==> src/hw/rtl/akf_pkg.sv <==
// Shared constants and saturation helpers for the angle Kalman filter.
package akf_pkg;

  localparam int TIME_FRAC     = 16;
  localparam int NOISE_FRAC    = 30;
  localparam int COV_FRAC_BITS = 32;
  localparam logic [63:0] MAG_LIMIT = 64'h4000_0000_0000_0000;

  // register indexes of the config port
  localparam logic [1:0] REG_ANGLE_NOISE = 2'd0;
  localparam logic [1:0] REG_BIAS_NOISE  = 2'd1;
  localparam logic [1:0] REG_MEAS_NOISE  = 2'd2;

  function automatic logic [63:0] mag64(input logic signed [63:0] v);
    return v[63] ? 64'(-v) : 64'(v);
  endfunction

  function automatic logic signed [31:0] sat32(input logic signed [63:0] v);
    if (v > 64'sh7FFF_FFFF) return 32'sh7FFF_FFFF;
    if (v < -64'sh8000_0000) return -32'sh8000_0000;
    return 32'(v);
  endfunction

  function automatic logic signed [47:0] sat48(input logic signed [63:0] v);
    if (v > 64'sh7FFF_FFFF_FFFF) return 48'sh7FFF_FFFF_FFFF;
    if (v < -64'sh8000_0000_0000) return -48'sh8000_0000_0000;
    return 48'(v);
  endfunction

  // unsigned Q2.30 noise term to covariance format, rounded
  function automatic logic signed [63:0] noise_to_cov(input logic [31:0] q);
    logic [127:0] w;
    w = (128'(q) << COV_FRAC_BITS) + (128'(1) << (NOISE_FRAC - 1));
    return 64'(w >> NOISE_FRAC);
  endfunction

endpackage

==> src/hw/rtl/akf_mul.sv <==
// Multi-cycle signed multiplier with rounded right shift and saturation.
module akf_mul import akf_pkg::*; (
  input  logic               clk,
  input  logic               rst,
  input  logic               start,
  input  logic signed [63:0] a,
  input  logic signed [63:0] b,
  input  logic               cov_shift,
  output logic               done,
  output logic signed [63:0] result
);

  logic [63:0]  ua, ub;
  logic         neg, shsel, busy;
  logic [127:0] acc;
  logic [2:0]   cnt;

  // one 32x32 partial product per cycle
  logic [31:0]  ah, bh;
  logic [63:0]  pp;
  logic [127:0] pp_w;
  always_comb begin
    ah = cnt[1] ? ua[63:32] : ua[31:0];
    bh = cnt[0] ? ub[63:32] : ub[31:0];
    pp = 64'(ah) * 64'(bh);
    if (cnt[1] && cnt[0]) pp_w = 128'(pp) << 64;
    else if (cnt[1] || cnt[0]) pp_w = 128'(pp) << 32;
    else pp_w = 128'(pp);
  end

  // round half away from zero on the magnitude, then clamp
  logic [127:0] rnd, shr;
  logic [63:0]  m;
  always_comb begin
    if (shsel) begin
      rnd = acc + (128'(1) << (COV_FRAC_BITS - 1));
      shr = rnd >> COV_FRAC_BITS;
    end else begin
      rnd = acc + (128'(1) << (TIME_FRAC - 1));
      shr = rnd >> TIME_FRAC;
    end
    m = (shr > 128'(MAG_LIMIT)) ? MAG_LIMIT : shr[63:0];
  end

  always_ff @(posedge clk) begin
    if (rst) begin
      busy <= 1'b0;
      done <= 1'b0;
    end else begin
      done <= 1'b0;
      if (start) begin
        ua    <= mag64(a);
        ub    <= mag64(b);
        neg   <= a[63] ^ b[63];
        shsel <= cov_shift;
        acc   <= '0;
        cnt   <= '0;
        busy  <= 1'b1;
      end else if (busy) begin
        if (cnt != 3'd4) begin
          acc <= acc + pp_w;
          cnt <= cnt + 3'd1;
        end else begin
          result <= neg ? -$signed(m) : $signed(m);
          done   <= 1'b1;
          busy   <= 1'b0;
        end
      end
    end
  end

endmodule

==> config.mk <==
export PLATFORM = sky130hd
export DESIGN_NAME = akf_mul
export DESIGN_NICKNAME = d
export VERILOG_FILES = /design/src/hw/rtl/akf_pkg.sv /design/src/hw/rtl/akf_mul.sv
export SDC_FILE = /design/constraint.sdc
export NUM_CORES = 2
export LEC_CHECK = 0
export ABC_AREA = 1
export BUFFER_PORTS_ARGS = -buffer_cell sky130_fd_sc_hd__buf_4
export CELL_PAD_IN_SITES_DETAIL_PLACEMENT = 2
export CELL_PAD_IN_SITES_GLOBAL_PLACEMENT = 2
export CORE_MARGIN = 5
export CORE_UTILIZATION = 30
export CTS_CLUSTER_DIAMETER = 200
export DETAILED_ROUTE_END_ITERATION = 12
export GPL_TIMING_DRIVEN = 0
export PLACE_DENSITY = 0.66
export SLEW_MARGIN = 20
export SYNTH_ARGS = -nofsm -noshare
export SYNTH_HDL_FRONTEND = slang
export SYNTH_SLANG_ARGS = --single-unit
==> constraint.sdc <==
create_clock -name clk -period 30.7 [get_ports clk]
set_clock_uncertainty 0.1 [all_clocks]
set_input_delay 6.14 -clock clk [delete_from_list [all_inputs] [get_ports clk]]
set_output_delay 6.14 -clock clk [all_outputs]
set_load 0.02 [all_outputs]
# Word level (Yosys, flattened, before mapping)

Index checks and enable logic that the tools add are counted.

Register bits after elaboration: 327
Output and inout bits: 65
Word-level logic and storage cells: 51

Add/sub/neg operators: 7
Multipliers: 1
Order comparisons: 1
Equality and inequality tests: 1
Multiplexer cells: 17
Bitwise gates (word level): 5
Reduce and logical (&&, ||, !) cells: 8

Operators by type and width:

| kind                                                   | number |
|---|---|
| two-way mux 128 bit                                    | 3 |
| negator 64 bit                                         | 3 |
| adder 128 bit                                          | 1 |
| adder 128 x 16 -> 128 bit (second input constant)      | 1 |
| adder 128 x 32 -> 128 bit (second input constant)      | 1 |
| > comparator 128 x 63 -> 1 bit (second input constant) | 1 |
| two-way mux 64 bit                                     | 2 |
| two-way mux 63 bit                                     | 2 |
| two-way mux 112 bit                                    | 1 |
| two-way mux 96 bit                                     | 1 |
| multiplier 32 x 32 -> 64 bit                           | 1 |
| two-way mux 32 bit                                     | 2 |
| two-way mux 3 bit                                      | 2 |
| two-way mux 1 bit                                      | 4 |
| NOT 1 bit                                              | 4 |
| AND reduction 4 bit                                    | 1 |
| nonzero test 2 bit                                     | 2 |
| adder 3 x 1 -> 3 bit (second input constant)           | 1 |
| != test 3 bit (second input constant)                  | 1 |
| AND reduction 3 bit                                    | 1 |
| OR reduction 3 bit                                     | 1 |
| AND reduction 2 bit                                    | 1 |
| logical AND 1 bit                                      | 1 |
| logical OR 1 bit                                       | 1 |
| XOR 1 bit                                              | 1 |

# Logic depth before layout (Yosys ltp)

Depth after elaboration: 7
Depth in mapped cells: 59

# Worst setup path before layout

Ideal clock, no wire load.

Path kind: input -> register
Start point: input port start
End point: register acc[0], enable pin
Setup time: 0.666 ns
Arrival time: 13.190 ns
Required time: 29.934 ns
Setup slack: 16.744 ns
Stages: 5
Buffers on the path: 3
Path through: clkbuf_1 inv_1 clkbuf_1 clkbuf_1 a21oi_1

Longest elaborated chain between the ends: 2
Elaborated cells on any way between the ends: 3
Those cells by class: reduce/logical (3)

Ends and longest elaborated chain:

| what                                   | line          | text |
|---|---|---|
| from (decl)                            | akf_mul.sv:5  | `input logic start,` |
| nonzero test 2 bit (no source line)    | n/a           |  |
| AND reduction 3 bit (no source line) * | n/a           |  |
| to (signal assigned)                   | akf_mul.sv:61 | `acc <= acc + pp_w;` |
| to (decl)                              | akf_mul.sv:15 | `logic [127:0] acc;` |

Mark *: on every way between the ends. The rest lies on a longest branch, timed or not.
A chain may end at the register's enable or synchronous reset.

# Worst setup path in the final report

Start point: register cnt[0]
End point: register acc[100] (data pin)

Longest elaborated chain between the ends: 7
Elaborated cells on any way between the ends: 9
Those cells by class: add/sub (1); mul (1); mux (5); reduce/logical (2)

Ends and longest elaborated chain:

| what                         | line          | text |
|---|---|---|
| from (decl)                  | akf_mul.sv:16 | `logic [2:0] cnt;` |
| from (signal assigned)       | akf_mul.sv:62 | `cnt <= cnt + 3'd1;` |
| two-way mux 32 bit           | akf_mul.sv:24 | `bh = cnt[0] ? ub[63:32] : ub[31:0];` |
| multiplier 32 x 32 -> 64 bit | akf_mul.sv:25 | `pp = 64'(ah) * 64'(bh);` |
| two-way mux 96 bit           | akf_mul.sv:27 | `else if (cnt[1] \|\| cnt[0]) pp_w = 128'(pp) << 32;` |
| two-way mux 128 bit *        | akf_mul.sv:26 | `if (cnt[1] && cnt[0]) pp_w = 128'(pp) << 64;` |
| adder 128 bit *              | akf_mul.sv:61 |  |
| two-way mux 128 bit *        | akf_mul.sv:60 | `if (cnt != 3'd4) begin` |
| two-way mux 128 bit *        | akf_mul.sv:59 | `end else if (busy) begin` |

Mark *: on every way between the ends. The rest lies on a longest branch, timed or not. The select of a mux whose other input is x is not followed.

==> qor.yml <==
rr_startpoint: "cnt[0]"
relSlewSlack_pct: 14.75
drtAntennaViolNets: 0
die_height_um: 484.5
rows: 174
fin_crit_ps: 15890
clkLatencyLatePin_ps: 690
ctsRootBufferMaster: "clkbuf_16"
yosys_register_bits: 327
gp_congestion: 0.9779
hold_path_startpoint: "busy"
wl_um: 385000
min_path_type: "flip-flop to flip-flop"
whs_endpoint: "done"
status: "finished clean"
drive_gt1_share_pct: 6.282
vias_per_cell: 5.397
worstMarginPinSlew_ps: 1279
ff2ff_path_depth: 45
drt_iter0_markers: 5324
synth_edf_count: 325
timing.final.crit_share_pct: 51.75
ioPinCount: 197
postCtsSetupRepairBufs: 0
cpPeakStageDelay_ps: 920
holdPathStages: 2
cts_tree: "done"
fin_setup_tns_ps: 0
antenna_found_initial: 11
critical_path_class: "flip-flop to flip-flop"
synth_warnings: 0
async_reset_ff_share_pct: 0
area_delta_synth_final_pct: 11.59
rrSetupSlack_ps: 14810
dr.pass1.iters: 5
overflow: 0
cts-hold-fix-buffers: 0
synthCells: 9518
crit_arrival_ps: 16310
coreArea_um2: 224500
die-area_um2: 234700
fin_nets: 11240
die_w_um: 484.5
cts_made_buffers: 47
cts.clk_slew.worst_paths_ps: 60
cp.required_ps: 31120
cap_violations: 0
initial_core_util_pct: 30.09
critical_path_peak_fanout: 10
syn_area_per_cell_um2: 7.096
critPathSlowestCell: "clkinv_1"
io_buffers: 194
ys_seq_area_share_pct: 14.51
setup_viol: 0
synth-main-ff-cell: "edfxtp_1"
cts_buffer_depth: 3
reg2reg_to: "acc[100]"
grt_pass1_vias: 75440
clock_sinks: 327
post_drt_wl_per_cell_um: 29.96
startpoint_type: "flip-flop"
num_vias: 69360
rsz0062_at_grt: "false"
grt_use_total_pct: 32.03
drc: 0
yosys.cell_types.count: 60
netlist_area_um2: 67540
cts.htree.levels: 2
grt_max_degree: 29
cts_resized: 0
endpoint_kind: "flip-flop"
slew_viol_final: 0
grt_pass1_wl_um: 546800
syn_nets: 10940
hold_viol: 0
clock.fmax_ghz: 0.06295
dpl.hpwl_um: 336700
[critical path: cells and delay by family, from the launching register on]
kind | cells | cell delay, ps
compound gates | 20 | 6750
xor+xnor | 1 | 890
fa+ha+maj | 10 | 4380
buf+inv | 12 | 2780
flops | 1 | 390
simple gates | 2 | 400
[registers in the layout (all words and copies together) (netlist names)]
signal and flops:
neg 1, done 1, ub 64, cnt 3
busy 1, ua 64, result 64, acc 128
shsel 1
[layer usage]
layer,GRT usage [%],up-vias,part of all wire [%]
met4,10.27,2,3.9
met1,44.29,36300,44
met5,0,-,0.0034
met3,6.507,467,7.6
li1,-,30260,-
met2,50.15,2333,44
[layout make-up]
type                    count  area (um2)
flip-flops and latches    327        9799
diodes                      6       15.01
plain buffers             254        1072
clock inverters            30       267.8
inverters                1888        7089
well taps                2992        3744
repair buffers            250        2337
fillers                 26610      149100
clock buffers              56        1210
multi-input cells        7049       49830
[cell families (layout without fill, tap and decap cells)]
family / after synthesis / in the layout / synth area share, %
buffers and inverters: 2142 / 2478 / 12.05
AND/OR/NAND/NOR: 4190 / 4190 / 25.47
XOR/XNOR: 244 / 244 / 3.164
other: 0 / 6 / 0
flip-flops: 327 / 327 / 14.51
adder cells (fa/ha/maj): 1294 / 1294 / 33.94
AO/OA/AOI/OAI: 1321 / 1321 / 10.86
[through the flow]
step / worst slack [ps] / utilization [%] / instances / hold slack (ps) / instance area (um2)
2_1_floorplan: 16740 / - / 9518 / 337.8 / 67540
3_3_place_gp: 9540 / 32.41 / 12700 / 361.2 / 72740
3_5_place_dp: 14850 / 32.90 / 12760 / 393.7 / 73850
4_1_cts: 14820 / 33.56 / 12850 / 405.8 / 75330
5_1_grt: 14340 / 33.57 / 12850 / 445.6 / 75350
6_report: 14810 / 33.58 / 12850 / 404.8 / 75370
[synthesized netlist by cell type, types with 87 or more instances]
master	count	share of area [%]
nand2_1	1871	10
inv_1	1840	10
nor2_1	1579	8.8
fa_1	897	27
a21oi_1	537	4.0
ha_1	397	7.4
nand3_1	373	2.8
o21ai_0	353	2.6
edfxtp_1	325	14
clkbuf_1	217	1.2
xor2_1	145	1.9
a31oi_1	105	0.97
xnor2_1	99	1.3
o21ai_1	87	0.64
[cells in the final DEF (no fill, tap or decap), types with 19 or more instances in the layout]
cell,instances
clkbuf_2,19
a31oi_1,105
ha_1,397
xnor2_1,99
o21a_1,51
o21ai_2,55
nor3_1,61
nand2_2,20
o22ai_1,59
nand2_1,1871
inv_1,1840
clkbuf_1,207
buf_4,208
nand4_1,60
o21ai_0,339
nand3_1,373
o211ai_1,22
nor2_2,59
clkinv_1,41
nor2_1,1578
a21oi_1,535
nor4_1,37
clkbuf_16,47
o21ai_1,60
xor2_1,145
edfxtp_1,325
fa_1,897
or2_2,70
[worst max path at each step]
stage | cells after the start | slack (ps) | start | endpoint
after floorplan | 5 | 16740 | start | acc[0]
after global placement | 5 | 9540 | start | acc[38]
after detailed placement | 48 | 14850 | cnt[0] | acc[106]
after CTS | 48 | 14820 | cnt[0] | acc[106]
after global routing | 47 | 14340 | cnt[0] | acc[100]
final | 45 | 14810 | cnt[0] | acc[100]
Power is left out: the tool's default activity adds up to more than one toggle a clock period on the data nets, which glitch-free logic cannot reach.
