[src/hw/rtl/akf_pkg.sv]
// Shared constants and saturation helpers for the angle Kalman filter.
package akf_pkg;

  localparam int TIME_FRAC     = 16;
  localparam int NOISE_FRAC    = 30;
  localparam int COV_FRAC_BITS = 32;
  localparam logic [63:0] MAG_LIMIT = 64'h4000_0000_0000_0000;

  // register indexes of the config port
  localparam logic [1:0] REG_ANGLE_NOISE = 2'd0;
  localparam logic [1:0] REG_BIAS_NOISE  = 2'd1;
  localparam logic [1:0] REG_MEAS_NOISE  = 2'd2;

  function automatic logic [63:0] mag64(input logic signed [63:0] v);
    return v[63] ? 64'(-v) : 64'(v);
  endfunction

  function automatic logic signed [31:0] sat32(input logic signed [63:0] v);
    if (v > 64'sh7FFF_FFFF) return 32'sh7FFF_FFFF;
    if (v < -64'sh8000_0000) return -32'sh8000_0000;
    return 32'(v);
  endfunction

  function automatic logic signed [47:0] sat48(input logic signed [63:0] v);
    if (v > 64'sh7FFF_FFFF_FFFF) return 48'sh7FFF_FFFF_FFFF;
    if (v < -64'sh8000_0000_0000) return -48'sh8000_0000_0000;
    return 48'(v);
  endfunction

  // unsigned Q2.30 noise term to covariance format, rounded
  function automatic logic signed [63:0] noise_to_cov(input logic [31:0] q);
    logic [127:0] w;
    w = (128'(q) << COV_FRAC_BITS) + (128'(1) << (NOISE_FRAC - 1));
    return 64'(w >> NOISE_FRAC);
  endfunction

endpackage

[src/hw/rtl/akf_div.sv]
// Bit-serial restoring divider: (n << COV_FRAC_BITS) / d, truncated, saturated.
module akf_div import akf_pkg::*; (
  input  logic               clk,
  input  logic               rst,
  input  logic               start,
  input  logic signed [63:0] n,
  input  logic signed [63:0] d,
  output logic               done,
  output logic signed [63:0] result
);

  localparam int NUM_W = 64 + COV_FRAC_BITS;
  localparam int CW    = $clog2(NUM_W + 1);

  logic [NUM_W-1:0] num;
  logic [63:0]      ud, rem, q;
  logic             ovf, neg, zero_d, busy;
  logic [CW-1:0]    cnt;

  // one quotient bit per cycle
  logic [64:0] rem_sh, rem_n;
  logic        ge;
  logic [63:0] qn, qf;
  always_comb begin
    rem_sh = {rem, num[NUM_W-1]};
    ge     = rem_sh >= {1'b0, ud};
    rem_n  = ge ? rem_sh - {1'b0, ud} : rem_sh;
    qn     = {q[62:0], ge};
    qf     = ovf ? MAG_LIMIT : q;
  end

  always_ff @(posedge clk) begin
    if (rst) begin
      busy <= 1'b0;
      done <= 1'b0;
    end else begin
      done <= 1'b0;
      if (start) begin
        num    <= NUM_W'(mag64(n)) << COV_FRAC_BITS;
        ud     <= mag64(d);
        zero_d <= (d == 64'sd0);
        neg    <= n[63] ^ d[63];
        rem    <= '0;
        q      <= '0;
        ovf    <= 1'b0;
        cnt    <= '0;
        busy   <= 1'b1;
      end else if (busy) begin
        if (cnt != CW'(NUM_W)) begin
          rem <= rem_n[63:0];
          num <= num << 1;
          cnt <= cnt + CW'(1);
          if (!ovf) begin
            q <= qn;
            if (qn > MAG_LIMIT) ovf <= 1'b1;
          end
        end else begin
          if (zero_d) result <= '0;
          else result <= neg ? -$signed(qf) : $signed(qf);
          done <= 1'b1;
          busy <= 1'b0;
        end
      end
    end
  end

endmodule

[config.mk]
export PLATFORM = sky130hd
export DESIGN_NAME = akf_div
export DESIGN_NICKNAME = d
export VERILOG_FILES = /design/src/hw/rtl/akf_pkg.sv /design/src/hw/rtl/akf_div.sv
export SDC_FILE = /design/constraint.sdc
export NUM_CORES = 1
export LEC_CHECK = 0
export BUFFER_PORTS_ARGS = -buffer_cell sky130_fd_sc_hd__buf_2
export CAP_MARGIN = 20
export CORE_MARGIN = 2
export CORE_UTILIZATION = 55
export DETAILED_ROUTE_END_ITERATION = 10
export PLACE_DENSITY = 0.78
export SETUP_SLACK_MARGIN = 0.4
export SYNTH_ARGS = -nofsm -noshare
export SYNTH_HDL_FRONTEND = slang
export SYNTH_SLANG_ARGS = --single-unit
[constraint.sdc]
create_clock -name clk -period 8.5 [get_ports clk]
set_input_delay 0.85 -clock clk [delete_from_list [all_inputs] [get_ports clk]]
set_output_delay 0.85 -clock clk [all_outputs]
set_load 0.005 [all_outputs]
# Word-level counts from Yosys, hierarchy flattened
# Index checks and enable logic that the tools add are counted.
[word_totals]
regBits = 364
latchBits = 0
ram_bits = 0
mem_bits_ro = 0
inputBits = 131
out_inout_bits = 65
word_cells = 58
mem_count = 0
[op_classes]
add_sub_neg = 5
multipliers = 0
div = 0
magnitude_cmp = 2
eq_ne = 2
shifts = 0
muxes = 23
bitwise_logic = 5
n_reduce_logical = 8
[ops]
columns = ["cell", "n"]
rows = [
  ["2-to-1 mux 64 bit", 9],
  ["2-to-1 mux 96 bit", 3],
  ["negation 64 bit", 3],
  ["greater-or-equal comparator 65 x 64 -> 1 bit", 1],
  ["> comparator 64 x 63 -> 1 bit, second input constant", 1],
  ["zero test 64 bit", 1],
  ["subtractor 64 bit", 1],
  ["2-to-1 mux 63 bit", 1],
  ["2-to-1 mux 7 bit", 2],
  ["2-to-1 mux 1 bit", 8],
  ["AND reduction 4 bit", 2],
  ["adder 7 x 1 -> 7 bit, second input constant", 1],
  ["!= test 7 bit, second input constant", 1],
  ["inverter 1 bit", 4],
  ["nonzero test 2 bit", 2],
  ["AND reduction 3 bit", 1],
  ["OR reduction 3 bit", 1],
  ["!= test 2 bit, second input constant", 1],
  ["AND reduction 2 bit", 1],
  ["bitwise XOR 1 bit", 1],
]

# Longest topological paths before layout
[depth]
depth_word = 6
depth_mapped = 15
ltp_nobuf = 12

# Worst setup path after synthesis
# Ideal clock, no wire load.
[synth_path]
kind = "input to register"
from = "input start"
to = "register result[0], enable pin"
setup_ns = 0.670
arrival_time_ns = 8.113
required_time_ns = 7.830
setup_slack_ns = -0.283
stages = 4
path_buffers = 3
path_cell_list = "clkbuf_1 -> clkbuf_1 -> clkbuf_1 -> nor4b_1"
[synth_between]
elab_chain_cells = 2
[synth_rtl]
columns = ["element", "line_no", "rtl"]
rows = [
  ["start: declaration", "akf_div.sv:5", "input logic start,"],
  ["inverter 1 bit (no line)", "n/a", ""],
  ["AND reduction 4 bit (no line)", "n/a", ""],
  ["end signal: assignment", "akf_div.sv:59", "else result <= neg ? -$signed(qf) : $signed(qf);"],
  ["end: declaration", "akf_div.sv:9", "output logic signed [63:0] result"],
]
# No other way between the ends.
# A chain may end at the register's enable or synchronous reset.

# Worst setup path after layout
[layout_path]
from = "register rem[25]"
to = "register rem[26], data pin"
[layout_between]
elab_chain_cells = 4
elab_cells_between_ends = 5
classes_between = "add/sub: 1; order compare: 1; mux: 3"
[layout_rtl]
columns = ["element", "line_no", "rtl"]
rows = [
  ["start: declaration", "akf_div.sv:16", "logic [63:0] ud, rem, q;"],
  ["start signal: assignment", "akf_div.sv:50", "rem <= rem_n[63:0];"],
  ["subtractor 64 bit / greater-or-equal comparator 65 x 64 -> 1 bit (equally long branches)", "akf_div.sv:27, akf_div.sv:26", ""],
  ["2-to-1 mux 64 bit (*)", "akf_div.sv:27", "rem_n = ge ? rem_sh - {1'b0, ud} : rem_sh;"],
  ["2-to-1 mux 64 bit (*)", "akf_div.sv:49", "if (cnt != CW'(NUM_W)) begin"],
  ["2-to-1 mux 64 bit (*)", "akf_div.sv:48", "end else if (busy) begin"],
]
# Every way passes the cells marked *; elsewhere a longest branch is shown, timed or not. The select of a mux whose other input is x is not followed.

==> metrics <==
status=finished, final reports clean; final RePlAce weighted congestion=0.976; total wire length=51.4 mm; Avg Vias per Cell=6.02; placed cell areas=between 20000 and 25000 um2; WHS Path Cells=1; Rows=71; Avg Inst Size Synth=9.69 um2; clock transition at the registers of the reported paths=about 0.060 ns; worst-skew pair later-pin latency=roughly 0.57 ns; count of final setup violators=0; Setup TNS Final=0 ns; CTS Buf Count=39; iteration count of the initial detailed-routing pass=7; average wire per standard cell=18.0 um; pre-CTS WS=just over 4 ns; max-slew violations=0; crit path capture type=flip-flop; kind of critical path=reg -> reg; CTS tree=done; total global routing overflow=0; Slew @ Worst Pin=between 1 and 1.5 ns; sequential area share after synthesis=about 47%; Worst Clk Skew=0.0275 ns; Synth warnings=0; die area=between 30000 and 40000 um2; M1 wire length=22.0 mm; Worst EP required=roughly 9 ns; top sig layer=met5; post-synth top area cell=edfxtp_1; P&R area growth vs syn=12.4%; P_leak=between 8 and 9 nW; hold violation total from the final report=0; Die X=about 200 um; Die Ht=200 um; Clock Sink Count=332; DR vias=roughly 17000; FF+latch count, synth=between 300 and 400; Synth cell types=between 70 and 80; worst hold start=d[0]; worst min-delay path category=in -> reg; top post-synthesis cells by area=edfxtp_1 (47%), xnor2_1 (4.9%), a21oi_1 (4.6%); headroom to the max-slew limit=about a fifth; CP Launch Type=flip-flop; Iteration-0 DRC Markers=about 1400; largest net degree at the start of global routing=around 210; Initial Util=a little under three fifths; Port-buffer cells=slightly below 200; # placed instances=approximately 2800; Root Buffer=clkbuf_16; HPWL Detailed=around 37 mm; Met3 Wirelength=about 3.2 mm; GR Util All Layers=roughly 26%; fin area=around 24000 um2; final worst setup slack=about 4.1 ns; number of remaining DRC errors=0; Tot Pwr=about 5.0 mW; Ports=roughly 200; nets=approximately 2500; R2R setup slack=between 4 and 5 ns; Post-CTS Hold Buffers=0; RSZ-0062 raised after global routing=false; Final period util=52.2%; layout cells sized above 1=13.5%; WL met2=approximately 25 mm; EDFF count, synth=330; Mapped Cells=about 2200; worst hold endpoint=ud[0]$_DFFE_PP_; worst r2r src=rem[25]$_SDFFCE_PP0P_; ant diodes=0; CORE AREA=roughly 38000 um2; Worst Path Arrival=between 4 and 5 ns; post-synth top area share=between 40% and 50%; Layout fillers=3160; initial antenna violation count=3; post-cts sizing count=0; final std cells w/o fill=approximately 2900; Reg-to-Reg End=rem[26]$_SDFFCE_PP0P_; f_max=225 MHz; power per cell area=about 210 nW/um2; critical path peak fanout=42; Mapped Area=between 20000 and 25000 um2; Final min period=~4.4 ns; async set-reset flop share out of synthesis=0%; vias in the first global route=16300; Post-CTS Setup Inserts=0; Syn Nets=between 2000 and 2500; Main synth FF type=edfxtp_1; Worst VDD drop=around 150 uV; Clock Path Buffers=3; Max-cap violations=0; global-route wire length before repair=82.7 mm; remaining antenna violation count=0; H-Tree Depth=2; R2R cell count=11
==> worst max-delay path, cell delays in order (launching register included) <==
cell	delay, ns
edfxtp_1	0.41
ha_1	0.39
a21oi_1	0.32
o22ai_1	0.14
or4b_2	0.66
a21oi_1	0.24
and2_1	0.24
a211o_1	0.17
nand3_2	0.74
buf_4	0.58
nor2_1	0.17
a211oi_1	0.07
==> synthesized netlist by cell type, types with 14 or more instances <==
library cell  number
edfxtp_1         330
nor2_1           208
nand2_1          197
a21oi_1          194
o21ai_0          123
xnor2_1          119
clkbuf_1          99
xor2_1            96
inv_1             95
nor2b_1           83
ha_1              69
o31ai_1           52
nor3_1            44
or3_1             41
nand3_1           35
a21o_1            34
a211oi_1          29
and3_1            27
nor4_1            27
nand4_1           26
o41ai_1           20
or4_1             19
o21bai_1          18
o21a_1            17
or2_2             14
==> power by group <==
group | internal (mW) | switching, mW
clock network | 0.942 | 0.688
registers | 1.99 | 0.0796
logic | 0.488 | 0.775
total | 3.42 | 1.54
==> how the worst max path moves through the flow <==
| stage | from | to | depth (start not counted) |
|---|---|---|---|
| after floorplan | rst | q[0]$_SDFFCE_PP0P_ | 2 |
| after global placement | n[14] | num[88]$_DFFE_PP_ | 10 |
| after detailed placement | n[12] | num[88]$_DFFE_PP_ | 10 |
| after CTS | rem[25]$_SDFFCE_PP0P_ | rem[26]$_SDFFCE_PP0P_ | 11 |
| after global routing | rem[25]$_SDFFCE_PP0P_ | rem[55]$_SDFFCE_PP0P_ | 10 |
| final | rem[25]$_SDFFCE_PP0P_ | rem[26]$_SDFFCE_PP0P_ | 11 |
==> cells by family after synthesis <==
family | synth area share [%]
adders and majority gates | 4.19
xor gates and xnor gates | 8.93
AOI/OAI and AO/OA | 17.2
and+or+nand+nor | 18.4
DFF | 47.2
buffers and inverters | 3.54
muxes | 0.617
==> area by class of cell <==
| cell class | count | area (um2) | share of cell area, % |
|---|---|---|---|
| Tap cell | 511 | 639 | 2.70 |
| Inverter | 95 | 357 | 1.50 |
| Sequential cell | 332 | 9950 | 42.0 |
| Timing Repair Buffer | 209 | 1100 | 4.65 |
| Multi-Input combinational cell | 1645 | 10400 | 44.0 |
| Clock buffer | 44 | 995 | 4.19 |
| Clock inverter | 26 | 236 | 0.997 |
==> metal layers <==
| layer | vias to the layer above | global-route usage (%) |
|---|---|---|
| met2 | 642 | 43.3 |
| met3 | 110 | 3.85 |
| met5 | - | 0 |
| met1 | 8172 | 34.2 |
| met4 | 6 | 9.55 |
| li1 | 8297 | - |
==> state kept, by name, summed over array words and instances, names as in the netlist <==
name    count
ovf         1
done        1
ud         64
busy        1
result     64
num        64
rem        64
neg         1
cnt         7
q          64
zero_d      1
==> cells in the final DEF (no fill, tap or decap), drive strengths merged, types with 6 or more instances in the layout <==
cell type,instances
and2,10
nand2b,12
a21oi,194
xnor2,119
or3,41
mux2i,7
ha,69
xor2,96
and3,27
a211oi,29
or2,14
nor2b,83
or4,22
clkinv,14
edfxtp,330
buf,208
nor3,44
o211ai,6
a31oi,13
inv,99
o41ai,21
nor4,28
a31o,7
o21a,17
and4,6
nand3,35
o21ai,123
a21o,34
a2111oi,7
o31ai,52
nand2,197
nand4,26
clkbuf,45
a21boi,7
nor2,208
o21bai,18
==> through the flow <==
stage               hold slack, ns  util, %
finish                       0.499     62.8
global route                 0.496     62.8
CTS                          0.479     62.8
detailed placement           0.523     59.5
global placement             0.507     59.5
floorplan                    0.467        -
Note: power is estimated with default switching activity, not from simulation.
